### src/design/button_menu_controller_macros.svh
// Assertion macros shared by the button menu controller RTL.
// No dependencies; included by the files that carry assertions.
`ifndef BUTTON_MENU_CONTROLLER_MACROS_SVH
`define BUTTON_MENU_CONTROLLER_MACROS_SVH

// Same-cycle implication, checked outside reset.
`define BMC_ASSERT_NOW(label, clk, rstn, ante, cons) \
    label: assert property (@(posedge clk) disable iff (!(rstn)) (ante) |-> (cons)) \
        else $error("button menu controller: same-cycle check failed");

// Next-cycle implication, checked outside reset.
`define BMC_ASSERT_NEXT(label, clk, rstn, ante, cons) \
    label: assert property (@(posedge clk) disable iff (!(rstn)) (ante) |=> (cons)) \
        else $error("button menu controller: next-cycle check failed");

`endif

### src/design/bmc_pkg.sv
// Shared types and constants of the button menu controller.
// No dependencies; used by bmc_step and button_menu_controller.
package bmc_pkg;

    localparam logic [7:0] PRESS_LIMIT_RST = 8'd40;
    localparam logic [6:0] TRACK_TOP_RST   = 7'd99;
    localparam logic [5:0] MAX_VOLUME_RST  = 6'd30;
    localparam logic [6:0] TRACK_RST       = 7'd1;
    localparam logic [5:0] VOLUME_RST      = 6'd20;
    localparam logic [2:0] LEVELS_RST      = 3'b111;

    typedef enum logic [1:0] {
        PLAYER_START      = 2'd0,
        PLAYER_HALT       = 2'd1,
        PLAYER_SET_VOLUME = 2'd2
    } cmd_kind_t;

    typedef enum logic [1:0] {
        CFG_PRESS_LIMIT = 2'd0,
        CFG_TRACK_TOP   = 2'd1,
        CFG_MAX_VOLUME  = 2'd2
    } cfg_index_t;

    typedef struct packed {
        logic [7:0] press_limit;
        logic [6:0] track_top;
        logic [5:0] max_volume;
    } bmc_cfg_t;

    typedef struct packed {
        logic       prev_level;
        logic       next_level;
        logic       play_level;
        logic       player_playing;
    } bmc_tick_t;

    typedef struct packed {
        logic [2:0]      last_levels;
        logic [1:0][7:0] hold_count;
        logic [1:0]      hold_done;
        logic            mode;
        logic [6:0]      track;
        logic [5:0]      volume;
    } bmc_state_t;

    typedef struct packed {
        logic       cmd_valid;
        cmd_kind_t  cmd_kind;
        logic [6:0] cmd_arg;
        logic       volume_mode;
        logic [6:0] track_now;
        logic [5:0] volume_now;
    } bmc_result_t;

endpackage

### src/design/bmc_step.sv
// Next-state and result logic for one poll tick of the button menu.
// Depends on bmc_pkg.
module bmc_step (
    input  bmc_pkg::bmc_cfg_t    cfg,
    input  bmc_pkg::bmc_state_t  state_i,
    input  bmc_pkg::bmc_tick_t   tick,
    output bmc_pkg::bmc_state_t  state_o,
    output bmc_pkg::bmc_result_t result
);

    logic [2:0] cur;
    logic [2:0] press_edge;

    assign cur        = {tick.play_level, tick.next_level, tick.prev_level};
    assign press_edge = ~cur & state_i.last_levels;

    always_comb begin
        state_o          = state_i;
        result.cmd_valid = 1'b0;
        result.cmd_kind  = bmc_pkg::PLAYER_START;
        result.cmd_arg   = 7'd0;
        if (!state_i.mode) begin
            for (int i = 0; i < 2; i++) begin
                if (!cur[i]) begin
                    if (state_o.hold_count[i] < cfg.press_limit) begin
                        state_o.hold_count[i] = state_o.hold_count[i] + 8'd1;
                    end
                    if (state_o.hold_count[i] >= cfg.press_limit && !state_o.hold_done[i]) begin
                        state_o.hold_done[i] = 1'b1;
                        state_o.mode         = 1'b1;
                    end
                end else begin
                    state_o.hold_count[i] = 8'd0;
                    state_o.hold_done[i]  = 1'b0;
                end
            end
            if (press_edge[0] && state_o.hold_count[0] < cfg.press_limit) begin
                state_o.track = (state_o.track <= 7'd1) ? cfg.track_top
                                                        : state_o.track - 7'd1;
            end
            if (press_edge[1] && state_o.hold_count[1] < cfg.press_limit) begin
                state_o.track = (state_o.track >= cfg.track_top) ? 7'd1
                                                                 : state_o.track + 7'd1;
            end
            if (press_edge[2]) begin
                result.cmd_valid = 1'b1;
                if (tick.player_playing) begin
                    result.cmd_kind = bmc_pkg::PLAYER_HALT;
                end else begin
                    result.cmd_kind = bmc_pkg::PLAYER_START;
                    result.cmd_arg  = state_o.track;
                end
            end
        end else begin
            state_o.hold_count = '0;
            state_o.hold_done  = 2'b00;
            if (press_edge[0]) begin
                state_o.volume = (state_o.volume > 6'd0) ? state_o.volume - 6'd1 : 6'd0;
            end
            if (press_edge[1]) begin
                state_o.volume = (state_o.volume < cfg.max_volume) ? state_o.volume + 6'd1
                                                                   : cfg.max_volume;
            end
            if (press_edge[0] || press_edge[1]) begin
                result.cmd_valid = 1'b1;
                result.cmd_kind  = bmc_pkg::PLAYER_SET_VOLUME;
                result.cmd_arg   = {1'b0, state_o.volume};
            end
            if (press_edge[2]) begin
                state_o.mode = 1'b0;
            end
        end
        state_o.last_levels = cur;
        result.volume_mode  = state_o.mode;
        result.track_now    = state_o.track;
        result.volume_now   = state_o.volume;
    end

endmodule

### src/design/button_menu_controller.sv
// Top level of the button menu controller: menu state, configuration and output register.
// Depends on bmc_pkg, bmc_step and button_menu_controller_macros.svh.
//
// Each input beat is one poll tick: s_tdata carries the three active-low button
// levels and the player's playing flag. Every accepted beat yields exactly one
// result beat on the m_ side, with an optional player command in m_tuser and its
// argument and the menu status (mode, track, volume) in m_tdata.
// The result of a beat accepted at one edge is registered and offered from the
// following cycle on. Throughput is one beat per cycle while the output is not stalled;
// the state update and the result are computed together in combinational logic.
// s_tready stays high while the output register is empty or being emptied, so
// a stalled receiver holds the pending result and blocks new ticks only then.
// Reset (synchronous, aresetn low) restores track mode, track one, volume twenty,
// released buttons, cleared hold counters and the default registers (hold 40 ticks,
// max track 99, max volume 30), and empties the output. The user must write registers via
// cfg_wr_en, cfg_index and cfg_data only while idle; the block does not enforce this.
`include "button_menu_controller_macros.svh"

module button_menu_controller (
    input  logic        aclk,
    input  logic        aresetn,
    input  logic        s_tvalid,
    output logic        s_tready,
    input  logic [7:0]  s_tdata,   // prev_level, next_level, play_level, player_playing
    output logic        m_tvalid,
    input  logic        m_tready,
    output logic [23:0] m_tdata,   // cmd_arg, volume_mode, track_now, volume_now
    output logic [2:0]  m_tuser,   // cmd_valid, cmd_kind
    input  logic        cfg_wr_en,
    input  logic [1:0]  cfg_index,
    input  logic [7:0]  cfg_data
);

    bmc_pkg::bmc_cfg_t    cfg_reg;
    bmc_pkg::bmc_state_t  state_reg;
    bmc_pkg::bmc_state_t  state_next;
    bmc_pkg::bmc_tick_t   tick;
    bmc_pkg::bmc_result_t result_next;
    bmc_pkg::bmc_result_t result_reg;
    logic                 m_valid_reg;
    logic                 s_fire;

    assign s_tready = !m_valid_reg || m_tready;
    assign s_fire   = s_tvalid && s_tready;

    assign tick.prev_level     = s_tdata[0];
    assign tick.next_level     = s_tdata[1];
    assign tick.play_level     = s_tdata[2];
    assign tick.player_playing = s_tdata[3];

    bmc_step u_step (
        .cfg     (cfg_reg),
        .state_i (state_reg),
        .tick    (tick),
        .state_o (state_next),
        .result  (result_next)
    );

    always_ff @(posedge aclk) begin
        if (!aresetn) begin
            cfg_reg.press_limit <= bmc_pkg::PRESS_LIMIT_RST;
            cfg_reg.track_top   <= bmc_pkg::TRACK_TOP_RST;
            cfg_reg.max_volume  <= bmc_pkg::MAX_VOLUME_RST;
        end else if (cfg_wr_en) begin
            case (bmc_pkg::cfg_index_t'(cfg_index))
                bmc_pkg::CFG_PRESS_LIMIT: cfg_reg.press_limit <= cfg_data;
                bmc_pkg::CFG_TRACK_TOP:   cfg_reg.track_top   <= cfg_data[6:0];
                bmc_pkg::CFG_MAX_VOLUME:  cfg_reg.max_volume  <= cfg_data[5:0];
                default: ;
            endcase
        end
    end

    always_ff @(posedge aclk) begin
        if (!aresetn) begin
            state_reg.last_levels <= bmc_pkg::LEVELS_RST;
            state_reg.hold_count  <= '0;
            state_reg.hold_done   <= 2'b00;
            state_reg.mode        <= 1'b0;
            state_reg.track       <= bmc_pkg::TRACK_RST;
            state_reg.volume      <= bmc_pkg::VOLUME_RST;
            m_valid_reg           <= 1'b0;
        end else begin
            if (s_fire) begin
                state_reg <= state_next;
            end
            if (s_fire) begin
                m_valid_reg <= 1'b1;
            end else if (m_tready) begin
                m_valid_reg <= 1'b0;
            end
        end
    end

    always_ff @(posedge aclk) begin
        if (s_fire) begin
            result_reg <= result_next;
        end
    end

    assign m_tvalid = m_valid_reg;
    assign m_tuser  = {result_reg.cmd_kind, result_reg.cmd_valid};
    assign m_tdata  = {3'b000, result_reg.volume_now, result_reg.track_now,
                       result_reg.volume_mode, result_reg.cmd_arg};

    `BMC_ASSERT_NOW(a_kind_legal, aclk, aresetn, m_valid_reg,
        result_reg.cmd_kind != 2'd3)
    `BMC_ASSERT_NEXT(a_track_mode_keeps_volume, aclk, aresetn, s_fire && !state_reg.mode,
        $stable(state_reg.volume))
    `BMC_ASSERT_NEXT(a_volume_mode_keeps_track, aclk, aresetn, s_fire && state_reg.mode,
        $stable(state_reg.track))
    `BMC_ASSERT_NEXT(a_volume_mode_clears_hold, aclk, aresetn, s_fire && state_reg.mode,
        state_reg.hold_count == '0 && state_reg.hold_done == 2'b00)
    `BMC_ASSERT_NEXT(a_idle_keeps_state, aclk, aresetn, !s_fire,
        $stable(state_reg))

endmodule

### config.mk
export PLATFORM = sky130hd
export DESIGN_NAME = button_menu_controller
export DESIGN_NICKNAME = d
export VERILOG_FILES = /design/src/design/bmc_pkg.sv /design/src/design/bmc_step.sv /design/src/design/button_menu_controller.sv
export VERILOG_INCLUDE_DIRS = /design/src /design/src/design
export SDC_FILE = /design/constraint.sdc
export NUM_CORES = 1
export LEC_CHECK = 0
export BUFFER_PORTS_ARGS = -buffer_cell sky130_fd_sc_hd__buf_2
export CAP_MARGIN = 25
export CORE_ASPECT_RATIO = 0.8
export CORE_MARGIN = 1.5
export CORE_UTILIZATION = 55
export CTS_CLUSTER_DIAMETER = 150
export CTS_CLUSTER_SIZE = 12
export DETAILED_ROUTE_END_ITERATION = 8
export GPL_ROUTABILITY_DRIVEN = 1
export HOLD_SLACK_MARGIN = 0.05
export PLACE_DENSITY = 0.87
export SLEW_MARGIN = 20
export SYNTH_ARGS = -nofsm -noshare
export SYNTH_HDL_FRONTEND = slang
export SYNTH_HIERARCHICAL = 1
export SYNTH_SLANG_ARGS = --single-unit
export TNS_END_PERCENT = 10
### constraint.sdc
create_clock -name aclk -period 5.05 [get_ports aclk]
set_input_delay 0.2525 -clock aclk [delete_from_list [all_inputs] [get_ports aclk]]
set_output_delay 0.2525 -clock aclk [all_outputs]
set_load 0.01 [all_outputs]
# Yosys cells after proc, flatten, opt, wreduce, memory -nomap -nowiden
# Cells that the tools add are included.
# word_totals
reg_bits	81
in_bits	23
out_inout_bits	29
word_cells	95
# op_classes
addsub	6
magnitude_cmp	10
eq_ne	2
mux	38
n_bitwise	2
reduce_logical	19
# op_table
operator	count
two-way mux 8 bit	10
two-way mux 7 bit	7
two-way mux 6 bit	6
less-than comparator 8 bit	4
two-way mux 10 bit	3
two-way mux 19 bit	1
adder 8 x 1 -> 8 bit (second input constant)	2
greater-or-equal comparator 8 bit	2
two-way mux 1 bit	10
AND reduction 2 bit	5
adder 7 x 1 -> 7 bit (second input constant)	1
greater-or-equal comparator 7 bit	1
less-or-equal comparator 7 x 1 -> 1 bit (second input constant)	1
subtractor 7 x 1 -> 7 bit (second input constant)	1
adder 6 x 1 -> 6 bit (second input constant)	1
> comparator 6 x 1 -> 1 bit (second input constant)	1
less-than comparator 6 bit	1
nonzero test 3 bit	2
subtractor 6 x 1 -> 6 bit (second input constant)	1
logical AND 1 bit	5
AND 3 bit	1
zero test 1 bit	3
NOT 3 bit	1
== test 2 x 1 -> 1 bit (second input constant)	1
5 further kinds	6

# Longest topological paths before layout
# Gate-level depths: netlist of run 1.
# logic_depth
ltp_word	16
mapped_depth	33
ltp_nobuf	31

# Hierarchy
# Netlist of run 1, hierarchy kept.
# modules_own_cells
module	n_inst	cells_per_inst	area_each_um2	seq_area_each_um2
bmc_step	1	472	3224.3	0.0
button_menu_controller	1	268	2970.3	1861.8

# Worst setup path before layout of run 1
# No wires, ideal clock.
# synth_timing
path_kind	register to register
startpoint	register cfg_reg[15] in the netlist's numbering
endpoint	register state_reg[8] in the netlist's numbering
setup_ps	72
arrival_ps	5412
required_time_ps	4978
slack_ps	-433
stages_incl_launch_ff	31
path_buffers	2
period_less_slack_ps	5483
cell_sequence	dfxtp_1 -> inv_1 -> ha_1 -> or2_1 -> a21oi_1 -> nor3_1 -> nor2_1 -> nand4_1 -> xor2_1 -> nor2_1 -> ha_1 -> a211oi_1 -> o221a_2 -> nand3_1 -> o31ai_4 -> and2_1 -> buf_6 -> o211ai_1 -> a21boi_2 -> ha_1 -> inv_1 -> a21boi_0 -> o21ai_0 -> a21oi_1 -> a211oi_1 -> nor2b_1 -> or2_1 -> o21ai_0 -> buf_4 -> nand2_1 -> mux2i_1
# synth_lines
element	line_no	source
start: declaration	button_menu_controller.sv:34	bmc_pkg::bmc_cfg_t cfg_reg;
end signal: assignment	button_menu_controller.sv:85	state_reg <= state_next;
end: declaration	button_menu_controller.sv:35	bmc_pkg::bmc_state_t state_reg;

==> Flow_metrics.wiki, run 1 <==
{| class="wikitable"
! Metric !! Value
|-
| Result of the run || complete, but fails checks
|-
| Violations in the final reports || negative setup slack
|-
| Async S/R FF share, synth || 0
|-
| Detail-routed via count per cell || 5.83
|-
| Global-route wire length before repair || 25000 um
|-
| Final-report setup violation count || 13
|-
| Mean area per synthesized cell || 8.37 sq um
|-
| Number of placement rows || 34
|-
| Startpoint type of the worst setup path || flop
|-
| Largest family of logic cells by synthesized area || simple AND/OR/NAND/NOR gates
|-
| Cell area power density || 289 mW/mm^2
|-
| Predominant post-synthesis flop cell || sky130_fd_sc_hd__dfxtp_1
|-
| Routed wire length || 15600 um
|-
| CP max-delay cell || sky130_fd_sc_hd__dfxtp_2
|-
| Endpoint kind of the worst setup timing path || flop
|-
| Number of flops mapped to enable cells by yosys || 24
|-
| Number of different library cells in the post-synthesis netlist || 72
|-
| Starting density of the core || 0.567
|-
| Count of pins over their slew limit || 0
|-
| Synthesized flop and latch total || 81
|-
| Kind of critical path || reg -> reg
|-
| Dominant cells by area after synthesis || sky130_fd_sc_hd__dfxtp_1 (18%), sky130_fd_sc_hd__ha_1 (13%), sky130_fd_sc_hd__edfxtp_1 (12%)
|-
| Syn. warnings || 6
|-
| Fmax achieved || 0.193 GHz
|-
| DRC errors left || 0
|-
| Slowest cell delay on critical path || 350 ps
|-
| Final Worst Setup Slack || -145 ps
|-
| Synth Area in Adders || 0.129
|-
| Y dimension of the die || 97.9 um
|-
| Post-synth top cells || sky130_fd_sc_hd__nand2_1 (118), sky130_fd_sc_hd__ha_1 (64), sky130_fd_sc_hd__inv_1 (58)
|-
| Clock skew || 9.50 ps
|-
| Worst-path fanout max || 5
|-
| Number of buffers created by CTS || 9
|-
| Total Routing Usage GR || 0.263
|-
| Length of routed wiring on met1 || 7040 um
|-
| Worst hold slack across all endpoints || 121 ps
|-
| Total inserted antenna cells || 0
|-
| Clock transition at the registers of the reported paths || 70 ps
|-
| Leak Pwr || 3.40 nW
|-
| WP data arrival || 5470 ps
|-
| Area growth from synthesis to final layout || 16.8%
|-
| Post-synthesis sequential area ratio || 0.301
|-
| Number of flip-flops under the largest register name || 35
|-
| Count of boundary I/O pins || 52
|-
| Fraction of the mapped netlist area in simple logic gates || 0.211
|-
| Final Hold Viols || 0
|-
| Number of DRC violations after detailed-routing iteration 0 || 459
|-
| Post-synth top area share || 0.184
|-
| CTS tree || built
|-
| Number of global-route vias before repair || 5213
|-
| Area of the die || 0.0119 sq mm
|-
| Library cell occupying the most area in the post-synthesis netlist || sky130_fd_sc_hd__dfxtp_1
|-
| Core area || 0.0109 sq mm
|-
| Insertion delay to the later sink of the worst-skew pair || 350 ps
|-
| Length of routed met2 wiring || 6920 um
|-
| Number of iterations in the first detailed-routing pass || 5
|-
| Share of layout cells above drive strength 1 || 0.226
|-
| Antenna violations before repair || 0
|-
| Post-synthesis instance area || 0.00619 sq mm
|-
| Parity-gate share of the synthesized area counting xor and xnor cells || 0.0283
|-
| Number of filler cells placed in the layout || 863
|-
| Hold buffers post-CTS || 0
|-
| Routability Congestion || 0.968
|-
| Number of violations of the max-capacitance limit || 0
|-
| Worst IR drop on VDD || 0.195 mV
|-
| Chip Width || 122 um
|-
| Area fraction in compound gates after synthesis || 0.163
|-
| Worst hold path type || in -> reg
|-
| RSZ-0062 raised after global routing || true
|-
| WL/cell || 16.2 um
|-
| Post-detail-place hpwl || 10600 um
|-
| Remaining Overflow, GRT || 0
|-
| Highest layer used for signal routing || met4
|-
| TritonCTS sink count || 81
|-
| Top-count cell post-synth || sky130_fd_sc_hd__nand2_1
|-
| Post-layout net count || 895
|-
| Met3 wire length || 1290 um
|-
| Worst Path Required || 5320 ps
|-
| Via count || 5575
|-
| CTS Root Buffer Type || sky130_fd_sc_hd__clkbuf_16
|-
| Total Neg Setup Slack || -782 ps
|-
| Multiplexer share of the synthesized area || 0.0768
|-
| H-Tree Depth || 3
|-
| Most frequent CP cell || sky130_fd_sc_hd__nor2_2
|-
| Port buffer count || 44
|-
| Synth Instances || 740
|-
| Largest net degree at the start of global routing || 60
|-
| Slew at the pin with the worst max-slew slack || 891 ps
|-
| Clock period minus final worst setup slack || 5190 ps
|-
| Max transition margin || 0.406
|-
| Number of nets with antenna violations after detailed routing || 0
|-
| Final clock period utilization by the worst path || 1.03
|-
| Number of buffers between clock root and the deepest sink || 2
|}
==> metrics by stage <==
step / power (mW) / util / area (sq um) / setup slack, ps / std cells
after floorplan: 1.18 / - / 6240 / -141 / 742
after global placement: 1.30 / 0.610 / 6670 / 62.1 / 929
after detailed placement: 1.32 / 0.610 / 6670 / -112 / 929
after CTS: 2.03 / 0.651 / 7120 / 13.1 / 952
after global routing: 2.18 / 0.662 / 7240 / -432 / 957
final: 2.09 / 0.662 / 7240 / -145 / 957
==> what timing repair did <==
item | 4_1_cts | 5_1_grt
setup buffers | 7 | 5
hold endpoints to repair | 0 | 0
setup endpoints to repair | 13 | 21
gates cloned | 0 | 0
gates resized for setup | 16 | 20
pin swaps | 12 | 19
==> critical path: cells and delay by family, from the launching register on <==
kind / cells / cell delay [ps]
AO/OA/AOI/OAI: 10 / 1890
XOR/XNOR: 1 / 100
adder cells (fa/ha/maj): 3 / 880
buffers and inverters: 5 / 520
flip-flops: 1 / 350
multiplexers: 1 / 160
AND/OR/NAND/NOR: 9 / 1200
==> kinds of logic after synthesis <==
| logic type | after synthesis |
|---|---|
| other cells | 1 |
| simple gates | 277 |
| xor+xnor | 20 |
| fa+ha+maj | 64 |
| mux | 47 |
| compound gates | 141 |
| buf+inv | 109 |
| flops | 81 |
==> path summary, 6_finish.rpt <==
kind                from  cells past startpoint            to  slack (ps)
max          cfg_reg[14]                     29  state_reg[9]        -140
min          cfg_data[7]                      3   cfg_reg[20]         120
max reg2reg  cfg_reg[14]                     29  state_reg[9]        -140
min reg2reg  cfg_reg[19]                      2   cfg_reg[19]         460
==> layout make-up <==
type,count,area [sq um],share of cell area
Sequential cell,81,1860,0.258
Timing Repair Buffer,105,686,0.0948
Clock inverter,7,88.8,0.0123
Multi-Input combinational cell,552,3970,0.548
Tap cell,144,180,0.0249
Clock buffer,9,225,0.0311
Inverter,59,225,0.0311
==> routing by layer <==
layer  GRT usage  vias to the layer above
li1            -                     2693
met1       0.369                     2587
met2       0.401                      254
met3      0.0590                       41
met4      0.0869                        0
met5           0                        -
==> power breakdown <==
part           internal [mW]  switching, mW
logic                  0.277          0.367
clock network          0.393          0.294
registers              0.722         0.0352
total                   1.39          0.696
==> placed cells by master, fill, tap and decap left out, drive strengths merged, types with 12 or more instances in the layout <==
cell    instances
a21o           16
a21oi          26
buf           105
dfxtp          57
edfxtp         24
ha             64
inv            60
mux2i          43
nand2         119
nand3          32
nor2           57
o21ai          39
xor2           12
No activity file was read; power rests on OpenSTA's default activity.
==> inputs of run 2 (changes only) <==
Settings changed: ABC_AREA set to 1, PLACE_DENSITY 0.87 to 0.88, SYNTH_HIERARCHICAL 1 to not set.
==> Flow_metrics.wiki, run 2 <==
{| class="wikitable"
! Metric !! Value
|-
| Result of the run || finished clean
|-
| Area of the die || 0.0108 sq mm
|-
| Total inserted antenna cells || 0
|-
| Remaining Overflow, GRT || 0
|-
| Starting density of the core || 0.574
|-
| CTS Root Buffer Type || sky130_fd_sc_hd__clkbuf_16
|-
| Post-synth top cells || sky130_fd_sc_hd__nand2_1 (154), sky130_fd_sc_hd__inv_1 (107), sky130_fd_sc_hd__a21oi_1 (66)
|-
| Number of different library cells in the post-synthesis netlist || 45
|-
| Worst Path Required || 5110 ps
|-
| CTS tree || built
|-
| CP max-delay cell || sky130_fd_sc_hd__ha_1
|-
| Startpoint type of the worst setup path || flop
|-
| Parity-gate share of the synthesized area counting xor and xnor cells || 0.0344
|-
| Fmax achieved || 0.211 GHz
|-
| Post-synthesis sequential area ratio || 0.332
|-
| Synth Area in Adders || 0.143
|-
| Max transition margin || 0.407
|-
| Count of boundary I/O pins || 52
|-
| Commonest non-fill, non-tap cell in the layout || sky130_fd_sc_hd__nand2_1
|-
| Hold path depth || 3
|-
| Worst hold slack across all endpoints || 143 ps
|-
| Clock period minus final worst setup slack || 4740 ps
|-
| Synth Instances || 754
|-
| TritonCTS sink count || 81
|-
| Area growth from synthesis to final layout || 14.2%
|-
| Multiplexer share of the synthesized area || 0
|-
| Chip Width || 116 um
|-
| Worst IR drop on VDD || 0.151 mV
|-
| Dominant cells by area after synthesis || sky130_fd_sc_hd__dfxtp_1 (20%), sky130_fd_sc_hd__ha_1 (14%), sky130_fd_sc_hd__edfxtp_1 (13%)
|-
| Library cell occupying the most area in the post-synthesis netlist || sky130_fd_sc_hd__dfxtp_1
|-
| Post-synthesis instance area || 0.00560 sq mm
|-
| Highest-count cells in the layout ignoring fill and taps || sky130_fd_sc_hd__nand2_1 (154), sky130_fd_sc_hd__inv_1 (107), sky130_fd_sc_hd__a21oi_1 (66)
|-
| DRC errors left || 0
|-
| Largest family of logic cells by synthesized area || simple AND/OR/NAND/NOR gates
|-
| Post-layout net count || 893
|-
| Mean area per synthesized cell || 7.43 sq um
|-
| Slew at the pin with the worst max-slew slack || 889 ps
|-
| Kind of critical path || reg -> reg
|-
| Number of DRC violations after detailed-routing iteration 0 || 422
|-
| Final clock period utilization by the worst path || 0.939
|-
| Endpoint kind of the worst setup timing path || flop
|-
| Antenna violations before repair || 0
|-
| Depth of the worst register-to-register path || 28
|-
| Number of placement rows || 32
|-
| Synthesized flop and latch total || 81
|-
| Leak Pwr || 3.07 nW
|-
| Post-detail-place hpwl || 9810 um
|-
| Number of global-route vias before repair || 4478
|-
| Port buffer count || 44
|-
| Global-route wire length before repair || 21800 um
|-
| Hold buffers post-CTS || 0
|-
| Syn. warnings || 0
|-
| Number of nets with antenna violations after detailed routing || 0
|-
| Worst-path fanout max || 9
|-
| Slowest cell delay on critical path || 330 ps
|-
| Clock transition at the registers of the reported paths || 60 ps
|-
| Final-report setup violation count || 0
|-
| Cell total after placement || 926
|-
| Final Hold Viols || 0
|-
| Number of buffers between clock root and the deepest sink || 2
|-
| Count of pins over their slew limit || 0
|-
| Predominant post-synthesis flop cell || sky130_fd_sc_hd__dfxtp_1
|-
| Async S/R FF share, synth || 0
|-
| Total Routing Usage GR || 0.257
|-
| Worst slack after detailed placement || 218 ps
|-
| Number of iterations in the first detailed-routing pass || 5
|-
| Post-synth top area share || 0.204
|-
| Clock skew || 8.83 ps
|-
| Y dimension of the die || 93.3 um
|-
| Pwr Total || 1.93 mW
|-
| Top-count cell post-synth || sky130_fd_sc_hd__nand2_1
|-
| Number of buffers created by CTS || 9
|-
| Insertion delay to the later sink of the worst-skew pair || 340 ps
|-
| Via count || 5145
|-
| Detail-routed via count per cell || 5.43
|-
| H-Tree Depth || 3
|-
| WL/cell || 14.3 um
|-
| Final Worst Setup Slack || 310 ps
|-
| Number of violations of the max-capacitance limit || 0
|-
| Cell area power density || 301 mW/mm^2
|-
| Routed wire length || 13500 um
|-
| Largest net degree at the start of global routing || 38
|-
| Number of filler cells placed in the layout || 838
|-
| Worst hold path type || in -> reg
|-
| Number of flip-flops under the largest register name || 35
|-
| Number of flops mapped to enable cells by yosys || 24
|-
| Core area || 0.00977 sq mm
|-
| Count of placed standard cells in the final layout, fillers left out || 947
|-
| Fraction of the mapped netlist area in simple logic gates || 0.221
|-
| Routability Congestion || 0.886
|-
| Area fraction in compound gates after synthesis || 0.174
|-
| Share of layout cells above drive strength 1 || 0.134
|-
| WP data arrival || 4800 ps
|-
| Most frequent CP cell || sky130_fd_sc_hd__nand2_1
|}
## run 2: changes by cell type after synthesis, sizes merged, moves of 16 or more
cell and change:
o21ai +28, a21o -16, mux2i -43, nand2 +45, inv +52, a21oi +42, buf -27
## run 2: final timing paths
check                     start             to  slack, ps
setup / recovery    cfg_reg[20]    m_tdata[13]        310
hold / removal       s_tdata[2]  state_reg[34]        140
setup reg to reg    cfg_reg[20]    m_tdata[13]        310
hold reg to reg   state_reg[15]  state_reg[15]        480
## run 2: what timing repair did
action	in CTS	in global routing
buffers inserted	0	4
setup endpoints to repair	0	19
gates resized for setup	0	4
## run 2: cell type report
class / count / area [sq um] / area share
well taps: 136 / 170 / 0.0266
repair buffers: 63 / 383 / 0.0599
multi-input cells: 540 / 3230 / 0.505
clock inverters: 7 / 106 / 0.0166
clock buffers: 9 / 225 / 0.0352
inverters: 111 / 419 / 0.0655
flip-flops and latches: 81 / 1860 / 0.291
## run 2: metal layers
layer | GRT usage | part of all wire
met5 | 0 | 0
met4 | 0.0661 | 0.012
met3 | 0.0454 | 0.072
met2 | 0.387 | 0.44
met1 | 0.378 | 0.47
## run 2: critical path, delay by kind of cell, from the launching register on
kind | cells | cell delay [ps]
AO/OA/AOI/OAI | 7 | 1060
XOR/XNOR | 1 | 200
adder cells (fa/ha/maj) | 3 | 930
buffers and inverters | 4 | 420
flip-flops | 1 | 300
AND/OR/NAND/NOR | 13 | 1530
## run 2: cell families (layout without fill, tap and decap cells)
logic type      after synthesis  after routing
fa+ha+maj                    64             64
compound gates              170            170
buf+inv                     135            190
other cells                   1              3
xor+xnor                     22             22
flops                        81             81
simple gates                281            281
## run 2: metrics by stage
stage / utilization / setup TNS [ps] / area (sq um)
final: 0.655 / 0 / 6400
after floorplan: - / 0 / 5610
after global routing: 0.655 / -84.1 / 6400
after detailed placement: 0.613 / 0 / 5990
after CTS: 0.647 / 0 / 6320
after global placement: 0.613 / 0 / 5990
## run 2: where the power goes
part	switching (mW)	internal [mW]	leakage, nW	total [mW]
combinational	0.293	0.157	2.20	0.450
sequential	0.0294	0.721	0.705	0.751
clock	0.284	0.443	0.163	0.726
total	0.606	1.32	3.07	1.93
==> inputs of run 3 (changes only) <==
Settings changed: CORE_ASPECT_RATIO 0.8 to not set, REMOVE_ABC_BUFFERS set to 1.
==> Flow_metrics.wiki, run 3 (same netlist as run 2, synthesis figures left out) <==
{| class="wikitable"
! Metric !! Value
|-
| Antenna violations before repair || 0
|-
| Fin util || 0.640
|-
| Worst-path fanout max || 5
|-
| Leak Pwr || 2.99 nW
|-
| Fmax achieved || 0.211 GHz
|-
| WL/cell || 14.3 um
|-
| Commonest non-fill, non-tap cell in the layout || sky130_fd_sc_hd__nand2_1
|-
| Number of global-route vias before repair || 4609
|-
| Number of DRC violations after detailed-routing iteration 0 || 393
|-
| Slew at the pin with the worst max-slew slack || 873 ps
|-
| Result of the run || finished clean
|-
| TritonCTS sink count || 81
|-
| Count of pins over their slew limit || 0
|-
| Hold buffers post-CTS || 0
|-
| Kind of critical path || reg -> reg
|-
| Startpoint type of the worst setup path || flop
|-
| Slowest cell delay on critical path || 350 ps
|-
| Most frequent CP cell || sky130_fd_sc_hd__nand2_1
|-
| Worst path bufs/invs || 3
|-
| Highest-count cells in the layout ignoring fill and taps || sky130_fd_sc_hd__nand2_1 (154), sky130_fd_sc_hd__inv_1 (107), sky130_fd_sc_hd__a21oi_1 (66)
|-
| WP data arrival || 4840 ps
|-
| Total Routing Usage GR || 0.251
|-
| Number of violations of the max-capacitance limit || 0
|-
| Cell area power density || 278 mW/mm^2
|-
| Post-detail-place hpwl || 9730 um
|-
| Core area || 0.00982 sq mm
|-
| H-Tree Depth || 3
|-
| Routed wire length || 13400 um
|-
| Detail-routed via count per cell || 5.50
|-
| Final clock period utilization by the worst path || 0.937
|-
| Global-route wire length before repair || 21700 um
|-
| Worst Path Required || 5150 ps
|-
| Number of iterations in the first detailed-routing pass || 5
|-
| Endpoint kind of the worst setup timing path || flop
|-
| Number of buffers created by CTS || 9
|-
| Number of placement rows || 36
|-
| Number of nets with antenna violations after detailed routing || 0
|-
| Worst IR drop on VDD || 0.129 mV
|-
| Area of the die || 0.0108 sq mm
|-
| Remaining Overflow, GRT || 0
|-
| Share of layout cells above drive strength 1 || 0.137
|-
| Worst hold path type || in -> reg
|-
| CP max-delay cell || sky130_fd_sc_hd__ha_1
|-
| Count of boundary I/O pins || 52
|-
| Post-layout net count || 887
|-
| Starting density of the core || 0.571
|-
| Final-report setup violation count || 0
|-
| Clock period minus final worst setup slack || 4730 ps
|-
| CTS Root Buffer Type || sky130_fd_sc_hd__clkbuf_8
|-
| Area growth from synthesis to final layout || 12.2%
|-
| Insertion delay to the later sink of the worst-skew pair || 370 ps
|-
| Total inserted antenna cells || 0
|-
| Number of flip-flops under the largest register name || 35
|-
| CTS tree || built
|-
| Max transition margin || 0.417
|-
| Port buffer count || 44
|-
| Chip Width || 104 um
|-
| Final Hold Viols || 0
|-
| Largest net degree at the start of global routing || 36
|-
| Clock transition at the registers of the reported paths || 90 ps
|-
| Family of cells with the greatest summed delay on the critical path || simple AND/OR/NAND/NOR gates
|-
| Y dimension of the die || 104 um
|-
| Pwr Total || 1.75 mW
|-
| Number of filler cells placed in the layout || 843
|-
| Clock skew || 16.2 ps
|-
| DRC errors left || 0
|-
| Via count || 5162
|-
| Routability Congestion || 0.915
|-
| Number of buffers between clock root and the deepest sink || 2
|}
==> run 3: cell count changes in the layout (fill, tap and decap cells not counted), moves of 2 or more <==
cell | before | now
sky130_fd_sc_hd__buf_4 | 18 | 12
sky130_fd_sc_hd__clkbuf_8 | 0 | 9
sky130_fd_sc_hd__clkbuf_16 | 9 | 0
sky130_fd_sc_hd__nor2_1 | 55 | 53
==> run 3: final timing paths <==
check,start,to,slack [ps],cells after the start
setup reg to reg,cfg_reg[20],m_tdata[11],320,25
hold / removal,s_tdata[2],state_reg[34],110,3
setup / recovery,cfg_reg[20],m_tdata[11],320,25
hold reg to reg,state_reg[15],state_reg[15],470,2
==> run 3: report_power, final <==
group | internal, mW | switching [mW]
Sequential | 0.721 | 0.0281
Clock | 0.288 | 0.272
Combinational | 0.152 | 0.289
Total | 1.16 | 0.589
==> run 3: repair_timing <==
action,4_1_cts,5_1_grt
setup buffers,0,1
hold endpoints to repair,0,0
setup endpoints to repair,0,21
gates resized for setup,0,15
==> run 3: through the flow <==
stage / hold WS [ps] / cells / worst slack [ps] / setup TNS (ps) / cell area [sq um]
final: 115 / 938 / 317 / 0 / 6280
after global routing: 142 / 938 / -37.5 / -65.3 / 6280
after CTS: 106 / 936 / 140 / 0 / 6190
after detailed placement: 448 / 920 / 161 / 0 / 5960
after global placement: 440 / 920 / 294 / 0 / 5960
after floorplan: 337 / 732 / 496 / 0 / 5500
==> run 3: cell type report <==
type	instances	area [sq um]	share of cell area
Clock inverter	7	106	0.0169
Timing Repair Buffer	57	325	0.0518
Multi-Input combinational cell	540	3280	0.522
Tap cell	133	166	0.0265
Clock buffer	9	124	0.0197
Inverter	111	419	0.0667
Sequential cell	81	1860	0.296
==> run 3: layer usage <==
layer | global-route usage | vias up | routed length (um)
li1 | - | 2608 | -
met1 | 0.327 | 2323 | 5970
met2 | 0.421 | 202 | 6310
met3 | 0.0338 | 29 | 841
met4 | 0.0992 | 0 | 282
met5 | 0 | - | 0
==> run 3: worst reg2reg max path, stage by stage (launching register included) <==
cell	delay [ps]
sky130_fd_sc_hd__dfxtp_1	320
sky130_fd_sc_hd__inv_1	60
sky130_fd_sc_hd__ha_1	300
sky130_fd_sc_hd__a21oi_1	150
sky130_fd_sc_hd__o21a_1	200
sky130_fd_sc_hd__nand2_2	120
sky130_fd_sc_hd__nor2_4	120
sky130_fd_sc_hd__nand3_2	110
sky130_fd_sc_hd__nor3b_2	260
sky130_fd_sc_hd__xor2_1	250
sky130_fd_sc_hd__nor2_1	110
sky130_fd_sc_hd__ha_1	350
sky130_fd_sc_hd__nand4_1	130
sky130_fd_sc_hd__nand2_1	100
sky130_fd_sc_hd__a31oi_4	210
sky130_fd_sc_hd__buf_4	170
sky130_fd_sc_hd__nand3_1	90
sky130_fd_sc_hd__nand2_1	130
sky130_fd_sc_hd__inv_1	60
sky130_fd_sc_hd__ha_1	280
sky130_fd_sc_hd__nand2_1	70
sky130_fd_sc_hd__o21a_1	190
sky130_fd_sc_hd__nand3_1	140
sky130_fd_sc_hd__nand2_1	170
sky130_fd_sc_hd__nand3_1	270
sky130_fd_sc_hd__o21ai_1	80
